[src/rtl/cascaded_interrupt_controller_defines.svh]
// assertion macros shared by the interrupt controller rtl
`ifndef CASCADED_INTERRUPT_CONTROLLER_DEFINES_SVH
`define CASCADED_INTERRUPT_CONTROLLER_DEFINES_SVH

`ifndef SYNTHESIS

// antecedent implies consequent in the same cycle
`define CIC_ASSERT_IMPL(label, clk, rst, ante, cons, msg) \
   label: assert property (@(posedge clk) disable iff (rst) (ante) |-> (cons)) \
      else $error(msg);

// antecedent implies consequent in the next cycle
`define CIC_ASSERT_NEXT(label, clk, rst, ante, cons, msg) \
   label: assert property (@(posedge clk) disable iff (rst) (ante) |=> (cons)) \
      else $error(msg);

`else

`define CIC_ASSERT_IMPL(label, clk, rst, ante, cons, msg)
`define CIC_ASSERT_NEXT(label, clk, rst, ante, cons, msg)

`endif

`endif

[src/rtl/cic_pkg.sv]
// types, codes and constants of the cascaded interrupt controller
package cic_pkg;

   // item kinds
   localparam logic [2:0] MODE_WRITE   = 3'd0;
   localparam logic [2:0] MODE_READ    = 3'd1;
   localparam logic [2:0] MODE_RAISE   = 3'd2;
   localparam logic [2:0] MODE_LOWER   = 3'd3;
   localparam logic [2:0] MODE_ACK     = 3'd4;
   localparam logic [2:0] MODE_RELEASE = 3'd5;

   // port decode
   localparam logic [7:0] PORT_MASK   = 8'hFE;
   localparam logic [7:0] SLAVE_BASE  = 8'hA0;
   localparam logic [7:0] MASTER_BASE = 8'h20;

   // command word decode
   localparam logic [7:0] ICW1_FLAG  = 8'h10;
   localparam logic [7:0] OCW3_MASK  = 8'h98;
   localparam logic [7:0] OCW3_MATCH = 8'h08;
   localparam int         EOI_BIT    = 5;
   localparam int         RR_BIT     = 1;
   localparam int         RIS_BIT    = 0;
   localparam int         SNGL_BIT   = 1;
   localparam int         IC4_BIT    = 0;
   localparam int         AEOI_BIT   = 1;

   // init words written by the xt fixups
   localparam logic [7:0] XT_MASTER_ICW3 = 8'h04;
   localparam logic [7:0] XT_SLAVE_ICW3  = 8'h02;
   localparam logic [7:0] XT_ICW4        = 8'h01;
   localparam logic [7:0] XT_SLAVE_ICW2  = 8'h70;
   localparam logic [7:0] CASCADE_OFFSET = 8'h02;

   // init stages
   localparam logic [2:0] STAGE_ICW2 = 3'd1;
   localparam logic [2:0] STAGE_ICW3 = 3'd2;
   localparam logic [2:0] STAGE_ICW4 = 3'd3;
   localparam logic [2:0] STAGE_DONE = 3'd4;

   typedef enum logic [1:0] {
      ST_IDLE,
      ST_EXEC,
      ST_SCAN,
      ST_RESP
   } seq_state_type;

   typedef enum logic {
      SCAN_ACK,
      SCAN_EOI
   } scan_kind_type;

   typedef struct packed {
      logic          req_ready;
      logic          capture;
      logic          execute;
      logic          ack_apply;
      logic          eoi_apply;
      logic          rsp_valid;
      logic          start_scan;
      logic          prio_order;
      scan_kind_type kind;
   } seq_ctl_type;

   typedef struct packed {
      logic need_ack_scan;
      logic need_eoi_scan;
      logic auto_eoi;
   } dp_stat_type;

   typedef struct packed {
      logic       done;
      logic       found;
      logic [3:0] line;
   } scan_res_type;

   // fixed acknowledge order: 0,1,2, then the slave lines, then 3..7
   function automatic logic [3:0] prio_line(input logic [3:0] pos);
      logic [3:0] line;
      case (pos)
         4'd0:    line = 4'd0;
         4'd1:    line = 4'd1;
         4'd2:    line = 4'd2;
         4'd3:    line = 4'd8;
         4'd4:    line = 4'd9;
         4'd5:    line = 4'd10;
         4'd6:    line = 4'd11;
         4'd7:    line = 4'd12;
         4'd8:    line = 4'd13;
         4'd9:    line = 4'd14;
         4'd10:   line = 4'd15;
         4'd11:   line = 4'd3;
         4'd12:   line = 4'd4;
         4'd13:   line = 4'd5;
         4'd14:   line = 4'd6;
         4'd15:   line = 4'd7;
         default: line = 4'd0;
      endcase
      return line;
   endfunction

endpackage

[src/rtl/cic_scan.sv]
// shared bit scan unit: tests one line of a 16-bit word per cycle
`include "cascaded_interrupt_controller_defines.svh"

module cic_scan (
   input  logic                  clock,
   input  logic                  reset,
   input  logic                  start,
   input  logic                  prio_order,
   input  logic [15:0]           word,
   output cic_pkg::scan_res_type res
);
   import cic_pkg::*;

   logic       busy_ff, busy_in;
   logic [3:0] pos_ff, pos_in;
   logic       order_ff, order_in;
   logic [3:0] line;
   logic       hit;
   logic       last;

   always_comb begin
      line     = order_ff ? prio_line(pos_ff) : pos_ff;
      hit      = word[line];
      // plain order only looks at the low byte
      last     = order_ff ? (pos_ff == 4'd15) : (pos_ff[2:0] == 3'd7);
      res.done  = busy_ff && (hit || last);
      res.found = busy_ff && hit;
      res.line  = line;
   end

   always_comb begin
      busy_in  = busy_ff;
      pos_in   = pos_ff;
      order_in = order_ff;
      if (start) begin
         busy_in  = 1'b1;
         pos_in   = 4'd0;
         order_in = prio_order;
      end else if (res.done) begin
         busy_in = 1'b0;
      end else if (busy_ff) begin
         pos_in = pos_ff + 4'd1;
      end
   end

   always_ff @(posedge clock) begin
      if (reset) begin
         busy_ff <= 1'b0;
      end else begin
         busy_ff <= busy_in;
      end
   end

   always_ff @(posedge clock) begin
      pos_ff   <= pos_in;
      order_ff <= order_in;
   end

   `CIC_ASSERT_NEXT(a_scan_start, clock, reset, start, busy_ff && pos_ff == 4'd0, "scan did not start at position zero")
   `CIC_ASSERT_NEXT(a_scan_step, clock, reset, busy_ff && !res.done && !start, busy_ff && pos_ff == $past(pos_ff) + 4'd1, "scan skipped a position")

endmodule

[src/rtl/cic_seq.sv]
// sequencer: capture, execute, bit scans and result transfer
`include "cascaded_interrupt_controller_defines.svh"

module cic_seq (
   input  logic                  clock,
   input  logic                  reset,
   input  logic                  req_valid,
   input  logic                  rsp_ready,
   input  cic_pkg::dp_stat_type  stat,
   input  cic_pkg::scan_res_type scan,
   output cic_pkg::seq_ctl_type  ctl
);
   import cic_pkg::*;

   seq_state_type state_ff, state_in;
   scan_kind_type kind_ff, kind_in;

   // next state
   always_comb begin
      state_in = state_ff;
      kind_in  = kind_ff;
      case (state_ff)
         ST_IDLE: begin
            if (req_valid) state_in = ST_EXEC;
         end
         ST_EXEC: begin
            if (stat.need_ack_scan) begin
               state_in = ST_SCAN;
               kind_in  = SCAN_ACK;
            end else if (stat.need_eoi_scan) begin
               state_in = ST_SCAN;
               kind_in  = SCAN_EOI;
            end else begin
               state_in = ST_RESP;
            end
         end
         ST_SCAN: begin
            if (scan.done) begin
               // auto-eoi follows the acknowledge with a second scan
               if (kind_ff == SCAN_ACK && stat.auto_eoi) begin
                  kind_in = SCAN_EOI;
               end else begin
                  state_in = ST_RESP;
               end
            end
         end
         ST_RESP: begin
            if (rsp_ready) state_in = ST_IDLE;
         end
         default: state_in = ST_IDLE;
      endcase
   end

   // outputs
   always_comb begin
      ctl      = '0;
      ctl.kind = kind_ff;
      case (state_ff)
         ST_IDLE: begin
            ctl.req_ready = 1'b1;
            ctl.capture   = req_valid;
         end
         ST_EXEC: begin
            ctl.execute    = 1'b1;
            ctl.start_scan = stat.need_ack_scan || stat.need_eoi_scan;
            ctl.prio_order = stat.need_ack_scan;
         end
         ST_SCAN: begin
            if (scan.done) begin
               ctl.ack_apply  = (kind_ff == SCAN_ACK);
               ctl.eoi_apply  = (kind_ff == SCAN_EOI);
               ctl.start_scan = (kind_ff == SCAN_ACK) && stat.auto_eoi;
            end
         end
         ST_RESP: begin
            ctl.rsp_valid = 1'b1;
         end
         default: ctl = '0;
      endcase
   end

   always_ff @(posedge clock) begin
      if (reset) begin
         state_ff <= ST_IDLE;
         kind_ff  <= SCAN_ACK;
      end else begin
         state_ff <= state_in;
         kind_ff  <= kind_in;
      end
   end

   `CIC_ASSERT_NEXT(a_seq_scan_follows, clock, reset, ctl.start_scan, state_ff == ST_SCAN, "scan started outside the scan state")
   `CIC_ASSERT_IMPL(a_seq_done_in_scan, clock, reset, scan.done, state_ff == ST_SCAN, "scan finished while the sequencer was not waiting")

endmodule

[src/rtl/cascaded_interrupt_controller.sv]
// top level: master/slave interrupt controller pair with its register state
//
// Master and slave 8259-style controllers behind one request channel. Each item
// (port write, port read, raise or lower a line, acknowledge, release of the held
// vector) gives exactly one result. An item is captured in the idle state and
// executed in the next cycle, and a plain item's result is offered in the cycle
// after that. Priority resolution and in-service clearing run through one shared
// bit-scan unit that tests one line per cycle: an acknowledge with no vector held
// searches the 16 lines in priority order and, with auto-EOI, then scans the 8
// in-service bits; a non-specific EOI command scans the 8 in-service bits.
// The block takes a new item only after the previous result has been transferred.
// The xt_fixups register is written through csr_write_en/csr_write_data.
`include "cascaded_interrupt_controller_defines.svh"

module cascaded_interrupt_controller (
   input  logic        clock,
   input  logic        reset,
   input  logic        csr_write_en,
   input  logic        csr_write_data,
   input  logic        req_valid,
   output logic        req_ready,
   input  logic [2:0]  req_mode,
   input  logic [15:0] req_port,
   input  logic [7:0]  req_data,
   input  logic [3:0]  req_irq,
   output logic        rsp_valid,
   input  logic        rsp_ready,
   output logic        rsp_handled,
   output logic [7:0]  rsp_read_data,
   output logic [7:0]  rsp_vector,
   output logic        rsp_ack_found,
   output logic [3:0]  rsp_ack_irq,
   output logic        rsp_eoi_done,
   output logic [3:0]  rsp_eoi_irq,
   output logic        rsp_int_pending
);
   import cic_pkg::*;

   seq_ctl_type  ctl;
   dp_stat_type  stat;
   scan_res_type scan;
   logic [15:0]  scan_word;

   // captured item
   logic [2:0]  mode_ff, mode_in;
   logic [15:0] port_ff, port_in;
   logic [7:0]  data_ff, data_in;
   logic [3:0]  irq_ff, irq_in;

   // controller state
   logic                 xt_ff;
   logic [1:0][7:0]      irr_ff, irr_in;
   logic [1:0][7:0]      isr_ff, isr_in;
   logic [1:0][7:0]      imr_ff, imr_in;
   logic [1:0]           ris_ff, ris_in;
   logic [7:0][7:0]      icw_ff, icw_in;
   logic [1:0][2:0]      stage_ff, stage_in;
   logic                 held_ff, held_in;
   logic [7:0]           hvec_ff, hvec_in;
   logic                 eoi_ctl_ff, eoi_ctl_in;

   // result
   logic       handled_ff, handled_in;
   logic [7:0] rdata_ff, rdata_in;
   logic [7:0] vec_ff, vec_in;
   logic       found_ff, found_in;
   logic [3:0] airq_ff, airq_in;
   logic       eoi_done_ff, eoi_done_in;
   logic [3:0] eoi_irq_ff, eoi_irq_in;

   // decode
   logic       sel_hit;
   logic       sel_c;
   logic       is_ocw3;
   logic       slave_en;
   logic [7:0] pend0;
   logic [7:0] pend1;
   logic       ack_pc;
   logic [2:0] ack_ir;
   logic [7:0] ack_vec;

   always_comb begin
      sel_hit  = ((port_ff[7:0] & PORT_MASK) == SLAVE_BASE) ||
                 ((port_ff[7:0] & PORT_MASK) == MASTER_BASE);
      sel_c    = ((port_ff[7:0] & PORT_MASK) == SLAVE_BASE);
      is_ocw3  = ((data_ff & OCW3_MASK) == OCW3_MATCH);
      slave_en = !icw_ff[0][SNGL_BIT] && (icw_ff[2] == XT_MASTER_ICW3) &&
                 (icw_ff[6] == XT_SLAVE_ICW3);
      pend0    = irr_ff[0] & ~imr_ff[0] & ~isr_ff[0];
      pend1    = slave_en ? (irr_ff[1] & ~imr_ff[1] & ~isr_ff[1]) : 8'h00;
      ack_pc   = scan.line[3];
      ack_ir   = scan.line[2:0];
      // irq9 is wired to the master's ir2
      if (ack_pc && ack_ir == 3'd1) begin
         ack_vec = icw_ff[1] + CASCADE_OFFSET;
      end else begin
         ack_vec = icw_ff[{ack_pc, 2'd1}] + {5'd0, ack_ir};
      end
      scan_word = (ctl.kind == SCAN_ACK) ? {pend1, pend0} : {8'h00, isr_ff[eoi_ctl_ff]};
      stat.need_ack_scan = (mode_ff == MODE_ACK) && !held_ff;
      stat.need_eoi_scan = (mode_ff == MODE_WRITE) && sel_hit && !port_ff[0] &&
                           !(|(data_ff & ICW1_FLAG)) && !is_ocw3 && data_ff[EOI_BIT];
      stat.auto_eoi      = scan.found && icw_ff[{ack_pc, 2'd3}][AEOI_BIT];
   end

   cic_seq u_seq (
      .clock     (clock),
      .reset     (reset),
      .req_valid (req_valid),
      .rsp_ready (rsp_ready),
      .stat      (stat),
      .scan      (scan),
      .ctl       (ctl)
   );

   cic_scan u_scan (
      .clock      (clock),
      .reset      (reset),
      .start      (ctl.start_scan),
      .prio_order (ctl.prio_order),
      .word       (scan_word),
      .res        (scan)
   );

   always_comb begin
      logic [2:0] st;
      st          = 3'd0;
      mode_in     = mode_ff;
      port_in     = port_ff;
      data_in     = data_ff;
      irq_in      = irq_ff;
      irr_in      = irr_ff;
      isr_in      = isr_ff;
      imr_in      = imr_ff;
      ris_in      = ris_ff;
      icw_in      = icw_ff;
      stage_in    = stage_ff;
      held_in     = held_ff;
      hvec_in     = hvec_ff;
      eoi_ctl_in  = eoi_ctl_ff;
      handled_in  = handled_ff;
      rdata_in    = rdata_ff;
      vec_in      = vec_ff;
      found_in    = found_ff;
      airq_in     = airq_ff;
      eoi_done_in = eoi_done_ff;
      eoi_irq_in  = eoi_irq_ff;

      if (ctl.capture) begin
         mode_in     = req_mode;
         port_in     = req_port;
         data_in     = req_data;
         irq_in      = req_irq;
         handled_in  = 1'b0;
         rdata_in    = 8'h00;
         vec_in      = 8'h00;
         found_in    = 1'b0;
         airq_in     = 4'd0;
         eoi_done_in = 1'b0;
         eoi_irq_in  = 4'd0;
      end

      if (ctl.execute) begin
         case (mode_ff)
            MODE_WRITE: begin
               if (sel_hit) begin
                  handled_in = 1'b1;
                  eoi_ctl_in = sel_c;
                  if (port_ff[0]) begin
                     st = stage_ff[sel_c];
                     if (st == STAGE_ICW3 && icw_ff[{sel_c, 2'd0}][SNGL_BIT]) begin
                        st = STAGE_ICW4;
                        if (xt_ff && !sel_c) begin
                           icw_in[2] = XT_MASTER_ICW3;
                           icw_in[6] = XT_SLAVE_ICW3;
                        end
                     end
                     if (st == STAGE_ICW4 && !icw_ff[{sel_c, 2'd0}][IC4_BIT]) begin
                        st = STAGE_DONE;
                        icw_in[{sel_c, 2'd3}] = 8'h00;
                        if (xt_ff && !sel_c) begin
                           icw_in[3] = XT_ICW4;
                           icw_in[7] = XT_ICW4;
                        end
                     end
                     if (st < STAGE_DONE) begin
                        if (st == STAGE_ICW2 && xt_ff && !sel_c) icw_in[5] = XT_SLAVE_ICW2;
                        // a data write before any icw1 lands in icw1
                        icw_in[{sel_c, st[1:0]}] = data_ff;
                        st = st + 3'd1;
                     end else begin
                        icw_in[0][SNGL_BIT] = 1'b0;
                        imr_in[sel_c]       = data_ff;
                     end
                     stage_in[sel_c] = st;
                  end else if (|(data_ff & ICW1_FLAG)) begin
                     stage_in[sel_c]       = STAGE_ICW2;
                     imr_in[sel_c]         = 8'h00;
                     icw_in[{sel_c, 2'd0}] = data_ff;
                  end else if (is_ocw3 && data_ff[RR_BIT]) begin
                     ris_in[sel_c] = data_ff[RIS_BIT];
                  end
               end
            end
            MODE_READ: begin
               if (sel_hit) begin
                  handled_in = 1'b1;
                  if (port_ff[0]) begin
                     rdata_in = imr_ff[sel_c];
                  end else begin
                     rdata_in = ris_ff[sel_c] ? isr_ff[sel_c] : irr_ff[sel_c];
                  end
               end
            end
            MODE_RAISE: irr_in[irq_ff[3]][irq_ff[2:0]] = 1'b1;
            MODE_LOWER: irr_in[irq_ff[3]][irq_ff[2:0]] = 1'b0;
            MODE_ACK: begin
               if (held_ff) vec_in = hvec_ff;
            end
            MODE_RELEASE: held_in = 1'b0;
            default: held_in = held_ff;
         endcase
      end

      if (ctl.ack_apply) begin
         held_in = 1'b1;
         if (scan.found) begin
            irr_in[ack_pc][ack_ir] = 1'b0;
            isr_in[ack_pc][ack_ir] = 1'b1;
            hvec_in    = ack_vec;
            vec_in     = ack_vec;
            found_in   = 1'b1;
            airq_in    = scan.line;
            eoi_ctl_in = ack_pc;
         end else begin
            hvec_in = 8'h00;
            vec_in  = 8'h00;
         end
      end

      // lowest set in-service bit of the selected controller
      if (ctl.eoi_apply && scan.found) begin
         isr_in[eoi_ctl_ff][scan.line[2:0]] = 1'b0;
         eoi_done_in = 1'b1;
         eoi_irq_in  = {eoi_ctl_ff, scan.line[2:0]};
      end
   end

   always_ff @(posedge clock) begin
      if (reset) begin
         xt_ff    <= 1'b0;
         irr_ff   <= '0;
         isr_ff   <= '0;
         imr_ff   <= '0;
         ris_ff   <= '0;
         icw_ff   <= '0;
         stage_ff <= '0;
         held_ff  <= 1'b0;
         hvec_ff  <= 8'h00;
      end else begin
         if (csr_write_en) xt_ff <= csr_write_data;
         irr_ff   <= irr_in;
         isr_ff   <= isr_in;
         imr_ff   <= imr_in;
         ris_ff   <= ris_in;
         icw_ff   <= icw_in;
         stage_ff <= stage_in;
         held_ff  <= held_in;
         hvec_ff  <= hvec_in;
      end
   end

   always_ff @(posedge clock) begin
      mode_ff     <= mode_in;
      port_ff     <= port_in;
      data_ff     <= data_in;
      irq_ff      <= irq_in;
      eoi_ctl_ff  <= eoi_ctl_in;
      handled_ff  <= handled_in;
      rdata_ff    <= rdata_in;
      vec_ff      <= vec_in;
      found_ff    <= found_in;
      airq_ff     <= airq_in;
      eoi_done_ff <= eoi_done_in;
      eoi_irq_ff  <= eoi_irq_in;
   end

   assign req_ready       = ctl.req_ready;
   assign rsp_valid       = ctl.rsp_valid;
   assign rsp_handled     = handled_ff;
   assign rsp_read_data   = rdata_ff;
   assign rsp_vector      = vec_ff;
   assign rsp_ack_found   = found_ff;
   assign rsp_ack_irq     = airq_ff;
   assign rsp_eoi_done    = eoi_done_ff;
   assign rsp_eoi_irq     = eoi_irq_ff;
   // state is frozen while the result waits, so this reflects the finished item
   assign rsp_int_pending = (|pend0) || held_ff || (|pend1);

   `CIC_ASSERT_NEXT(a_top_held_stable, clock, reset, !ctl.execute && !ctl.ack_apply, $stable(held_ff), "held vector flag changed outside execute or acknowledge")
   `CIC_ASSERT_NEXT(a_top_isr_idle, clock, reset, ctl.req_ready, $stable(isr_ff), "in-service bits changed while idle")

endmodule

[config.mk]
export PLATFORM = sky130hd
export DESIGN_NAME = cascaded_interrupt_controller
export DESIGN_NICKNAME = d
export VERILOG_FILES = /design/src/rtl/cic_pkg.sv /design/src/rtl/cic_scan.sv /design/src/rtl/cic_seq.sv /design/src/rtl/cascaded_interrupt_controller.sv
export VERILOG_INCLUDE_DIRS = /design/src /design/src/rtl
export SDC_FILE = /design/constraint.sdc
export NUM_CORES = 1
export LEC_CHECK = 0
export BUFFER_PORTS_ARGS = -buffer_cell sky130_fd_sc_hd__buf_4
export CORE_ASPECT_RATIO = 1.75
export CORE_UTILIZATION = 59
export DETAILED_ROUTE_END_ITERATION = 10
export GPL_ROUTABILITY_DRIVEN = 1
export PLACE_DENSITY = 0.79
export RECOVER_POWER = 25
export SLEW_MARGIN = 5
export SYNTH_ARGS = -nofsm -noshare
export SYNTH_HDL_FRONTEND = slang
export SYNTH_SLANG_ARGS = --single-unit
[constraint.sdc]
create_clock -name clock -period 5.3 [get_ports clock]
set_input_delay 1.06 -clock clock [delete_from_list [all_inputs] [get_ports clock]]
set_output_delay 1.06 -clock clock [all_outputs]
set_load 0.01 [all_outputs]
# --- Yosys cells after proc, flatten, opt, wreduce, memory -nomap -nowiden ---
# Memories as Yosys holds them, arrays and structs flattened. A register that Yosys moved wholly into a read port is not among the register bits.
# Index checks and enable logic that the tools add are counted.
word_totals:
  register_bits: 190
  rom_bits: 64
  wordCells: 340
  n_memories: 1
memory_table:
  columns: ["name", "words", "width", "read_ports", "rd_ports_with_merged_regs", "write_ports", "line_no", "text"]
  rows:
  - ["(name not given)", 16, 4, 1, 1, 0, "cic_pkg.sv:80", "case (pos)"]
classes:
  add_sub_neg: 4
  n_lt_le_gt_ge: 22
  n_eq_ne: 26
  muxes: 164
  bitwise: 27
  reduce_logical: 59
op_table:
  columns: ["operator", "n"]
  rows:
  - ["$mux 64", 7]
  - ["$mux 8", 51]
  - ["$mux 16", 10]
  - ["$bwmux 64", 2]
  - ["$and 16x16->16", 4]
  - ["$and 64x64->64", 1]
  - ["$not 16->16", 4]
  - ["$not 64->64", 1]
  - ["$mux 62", 1]
  - ["$mux 3", 18]
  - ["$demux 8 s1", 6]
  - ["$mux 1", 34]
  - ["$and 8x8->8", 4]
  - ["$mux 4", 8]
  - ["$not 8->8", 4]
  - ["$or 16x16->16", 2]
  - ["$pmux 16 s2", 1]
  - ["$logic_and 1x1->1", 29]
  - ["$lt 3x4->1 const B", 7]
  - ["$demux 8 s3", 1]
  - ["$mux 2", 12]
  - ["$bwmux 16", 1]
  - ["$reduce_or 8->1", 2]
  - ["$ge 3x1->1 const B", 5]
  - ["44 further kinds", 87]

# --- Depth between registers and ports, before layout ---
depth:
  ltp_word: 29
  mapped_depth: 17
  mapped_depth_nobuf: 15

# --- Hierarchy ---
# From an unflattened synthesis, not the netlist that was laid out.
unflattened:
  hier_cells: 967
  area_unflattened_um2: 8775.9
modules_own_cells:
  columns: ["module", "n_inst", "cells_per_inst", "area_each_um2", "seq_area_each_um2"]
  rows:
  - ["cascaded_interrupt_controller", 1, 852, 7676.1, 3373.2]
  - ["cic_scan", 1, 80, 803.3, 210.2]
  - ["cic_seq", 1, 35, 296.5, 60.1]

# --- Worst setup path before layout ---
# OpenSTA, ideal clock, no wires.
synth_path:
  path_type: "flip-flop to flip-flop"
  from: "register u_scan.order_ff"
  to: "register with a tool-made name"
  arrival_time_ps: 3192
  required_time_ps: 5218
  slack_ps: 2026
  path_stages_with_launch: 17
  path_buffers: 2
  path_cell_list: "edfxtp_1 -> buf_6 -> mux2i_4 -> inv_6 -> nor3_4 -> a22oi_1 -> and4_4 -> a31oi_4 -> nand3_2 -> buf_6 -> xnor2_1 -> nor2_1 -> inv_1 -> ha_1 -> nor3b_1 -> a311o_1 -> o221ai_1"
synth_rtl:
  columns: ["item", "line_no", "text"]
  rows:
  - ["from (decl)", "cic_scan.sv:16", "logic order_ff, order_in;"]
  - ["from (signal assigned)", "cic_scan.sv:56", "order_ff <= order_in;"]

==> out/summary.txt <==
status -> finished, violations left
failing checks -> capacitance limit, slew limit
CTS Buf Count -> 17
DR iter-0 viols -> 664
die area -> 14900 um2
pin count of the biggest net entering global routing -> 71
Pleak -> 3.44 nW
GRT Total Usage -> 0.314
Syn Inst Count -> 972
clk slew on worst S/H paths -> 0.07 ns
final RePlAce weighted congestion -> 0.978
# diodes -> 0
number of global-route vias before repair -> 7420
Post-Route Hold Slack -> 0.444 ns
Net Switching -> 1.11 mW
sw frac -> 0.321
distinct cell type count after synthesis -> 76
num rows -> 57
root buffer cell -> clkbuf_16
Post-synth ARST share -> 0
area delta synth->final -> 11.8%
post-CTS setup repair buffer count -> 0
Synth area leaders -> dfxtp_1 33%, edfxtp_1 9.9%, mux2i_1 5.4%
Commonest cells post-synth -> 140 x dfxtp_1, 107 x nand2_1, 103 x nor2_1, 71 x a21oi_1, 47 x o21ai_0
complex-gate fraction of the synthesized area -> 0.207
number of vias per cell -> 6.37
Final ANT Viol Nets -> 0
starting density of the core -> 0.608
Hold Path Class -> flop to flop
die height -> 161 um
XOR/XNOR Fraction of Synth Area -> 0.00927
Crit path depth -> 14
flop2flop setup slack -> 0.73 ns
Hold Fails Final Rpt -> 0
crit path from -> u_scan.order_ff
post-synthesis cell area -> 8500 um2
Post-CTS Resized -> 0
largest family of logic cells by synthesized area -> simple AND/OR/NAND/NOR gates
Buf+Inv Stages, Crit Path -> 3
Post-synth EDFFs -> 28
Simple-Gate Fraction of Synth Area -> 0.222
Tcrit/Tclk final -> 0.862
dpl cells -> 1167
worst slew pin tran -> 1.71 ns
initial antenna violation count -> 0
pins over their slew limit -> 40
worst-path maximum fanout -> 15
first-pass GRT wire length -> 36.8 mm
Fin Setup TNS -> 0 ns
Top FF cell, synth -> dfxtp_1
register area share after synthesis -> 0.429
Gate power share -> 0.194
hold_buf cts -> 0
cells on worst reg2reg path -> 14
Crit-path slowest cell -> a2111oi_0
layout cells sized above 1 -> 0.0978
largest stage delay on the critical path -> 0.78 ns
fmax -> 219 MHz
wire per inst -> 18.9 um
Longest Clk Path Bufs -> 2
critical path cell sequence -> mux2i_1, buf_4, inv_1, a2111oi_0, o21ai_1, a31oi_4, nand3_2, xnor2_1, nor2_1, inv_1, ha_1, nor3b_1, a311o_1, o221ai_1
Worst path top cell family by delay -> compound AO/OA/AOI/OAI gates
clock power share -> 0.359
worst vdd ir -> 0.000313 V
relative slew slack -> -0.137
Final Core Density -> 0.680
Clk Latency, worst-skew pair -> 0.43 ns
Final Setup Violations -> 0
mux share of post-synthesis cell area -> 0.0621
Adder-Cell Fraction of Synth Area -> 0.0288
Overflow after GRT -> 0
Synth area leader -> dfxtp_1
CP Data Required Time -> 5.65 ns
design area -> 9510 um2
Final nets -> 1065
Synth Net Count -> 1028
IO buf count -> 58
first drt pass iteration count -> 5
most frequent cell after synthesis -> dfxtp_1
#FFs+latches synth -> 168
Seq pwr share -> 0.448
area share of the largest cell type after synthesis -> 0.330
Routed WL -> 22.7 mm
RSZ-0062 raised after global routing -> no
worst slack at placement -> 0.842 ns
critical path data arrival time -> 4.91 ns
setup slack after layout -> 0.733 ns
Hold Startpoint -> rsp_ack_found
I/O Pins -> 67
Placed Area -> 9030 um2
Syn Area/Cell -> 8.75 um2
DR DRC count -> 0
number of max-cap violations -> 1
Reg-to-Reg Start -> u_scan.order_ff
crit path capture type -> flop
crit path launch type -> flop
clock skew -> 0.00956 ns
Crit Path Class -> flop to flop
H-Tree Depth -> 4
min cycle time layout -> 4.57 ns
DR vias -> 7637
Pint -> 2.33 mW
CP most frequent cell -> inv_1
Sink Count -> 168
total power -> 3.44 mW
Die X -> 92.7 um
Core Area -> 14000 um2
final cell count without fillers -> 1199
yosys warns -> 0
HPWL Detailed -> 16.3 mm
CTS tree -> done
Cell Pwr Density -> 362 nW/um2
placed cells by master, fill, tap and decap left out, types with 7 or more instances in the layout:
| cell type | instances |
|---|---|
| a21oi_1 | 71 |
| a221oi_1 | 12 |
| nor3b_1 | 21 |
| nor4_1 | 9 |
| inv_1 | 27 |
| inv_6 | 7 |
| nor3_1 | 22 |
| or3_1 | 14 |
| o21ai_0 | 47 |
| ha_1 | 18 |
| nand2_1 | 107 |
| nor2_1 | 103 |
| clkbuf_1 | 31 |
| and3_1 | 15 |
| nand3_1 | 27 |
| mux2i_1 | 46 |
| clkbuf_16 | 19 |
| nand4_1 | 7 |
| buf_4 | 18 |
| edfxtp_1 | 28 |
| a22oi_1 | 38 |
| nor2b_1 | 15 |
| nand2b_1 | 8 |
| clkbuf_4 | 23 |
| a211oi_1 | 45 |
| dfxtp_1 | 140 |
state kept, by name, indices dropped and copies added (netlist names), 2 cells and up, named ones only:
name            count
rsp_ack_irq         4
icw_ff             38
port_ff             8
mode_ff             3
hvec_ff             8
rsp_read_data       8
rsp_vector          8
data_ff             8
imr_ff             16
stage_ff            6
isr_ff             16
irq_ff              4
u_scan.pos_ff       4
ris_ff              2
irr_ff             16
u_seq.state_ff      2
rsp_eoi_irq         4
cell type report:
| class | instances | area [um2] |
|---|---|---|
| clock buffer | 21 | 493 |
| timing repair buffer | 71 | 420 |
| clock inverter | 11 | 95.1 |
| multi-input combinational | 721 | 4500 |
| tap | 177 | 221 |
| inverter | 30 | 131 |
| sequential | 168 | 3640 |
| fill | 1199 | 4470 |
logic make-up after synthesis:
kind of cell | Yosys count
AND/OR/NAND/NOR | 378
AO/OA/AOI/OAI | 264
flip-flops | 168
buffers and inverters | 83
multiplexers | 51
adder cells (fa/ha/maj) | 19
XOR/XNOR | 9
worst register-to-register path, delay by kind of cell (launching register included):
family | cells | cell delay (ns)
compound gates | 5 | 1.76
xor+xnor | 1 | 0.23
buf+inv | 3 | 0.55
simple gates | 3 | 0.77
mux | 1 | 0.25
flops | 1 | 0.71
fa+ha+maj | 1 | 0.23
layer usage:
layer / global-route usage / vias up / routed length (um)
li1: - / 3638 / -
met1: 0.346 / 3587 / 8600
met2: 0.545 / 311 / 11500
met3: 0.0483 / 101 / 1150
met4: 0.215 / 0 / 1480
met5: 0 / - / 0
power by group through the flow:
stage,sequential (mW),combinational (mW),clock [mW]
2_1_floorplan,1.47,0.534,0
4_1_cts,1.53,0.676,1.24
6_report,1.54,0.667,1.23
5_1_grt,1.55,0.727,1.29
3_5_place_dp,1.56,0.670,0
3_3_place_gp,1.56,0.656,0
how the worst min path moves through the flow:
stage	slack [ns]	depth (start not counted)	endpoint
2_1_floorplan	0.43	2	icw_ff[18]
6_report	0.44	2	rsp_ack_found
4_1_cts	0.45	2	rsp_ack_found
3_5_place_dp	0.44	2	rsp_ack_found
3_3_place_gp	0.43	2	rsp_ack_found
5_1_grt	0.46	2	rsp_ack_found
(Power assumes the default switching activity.)
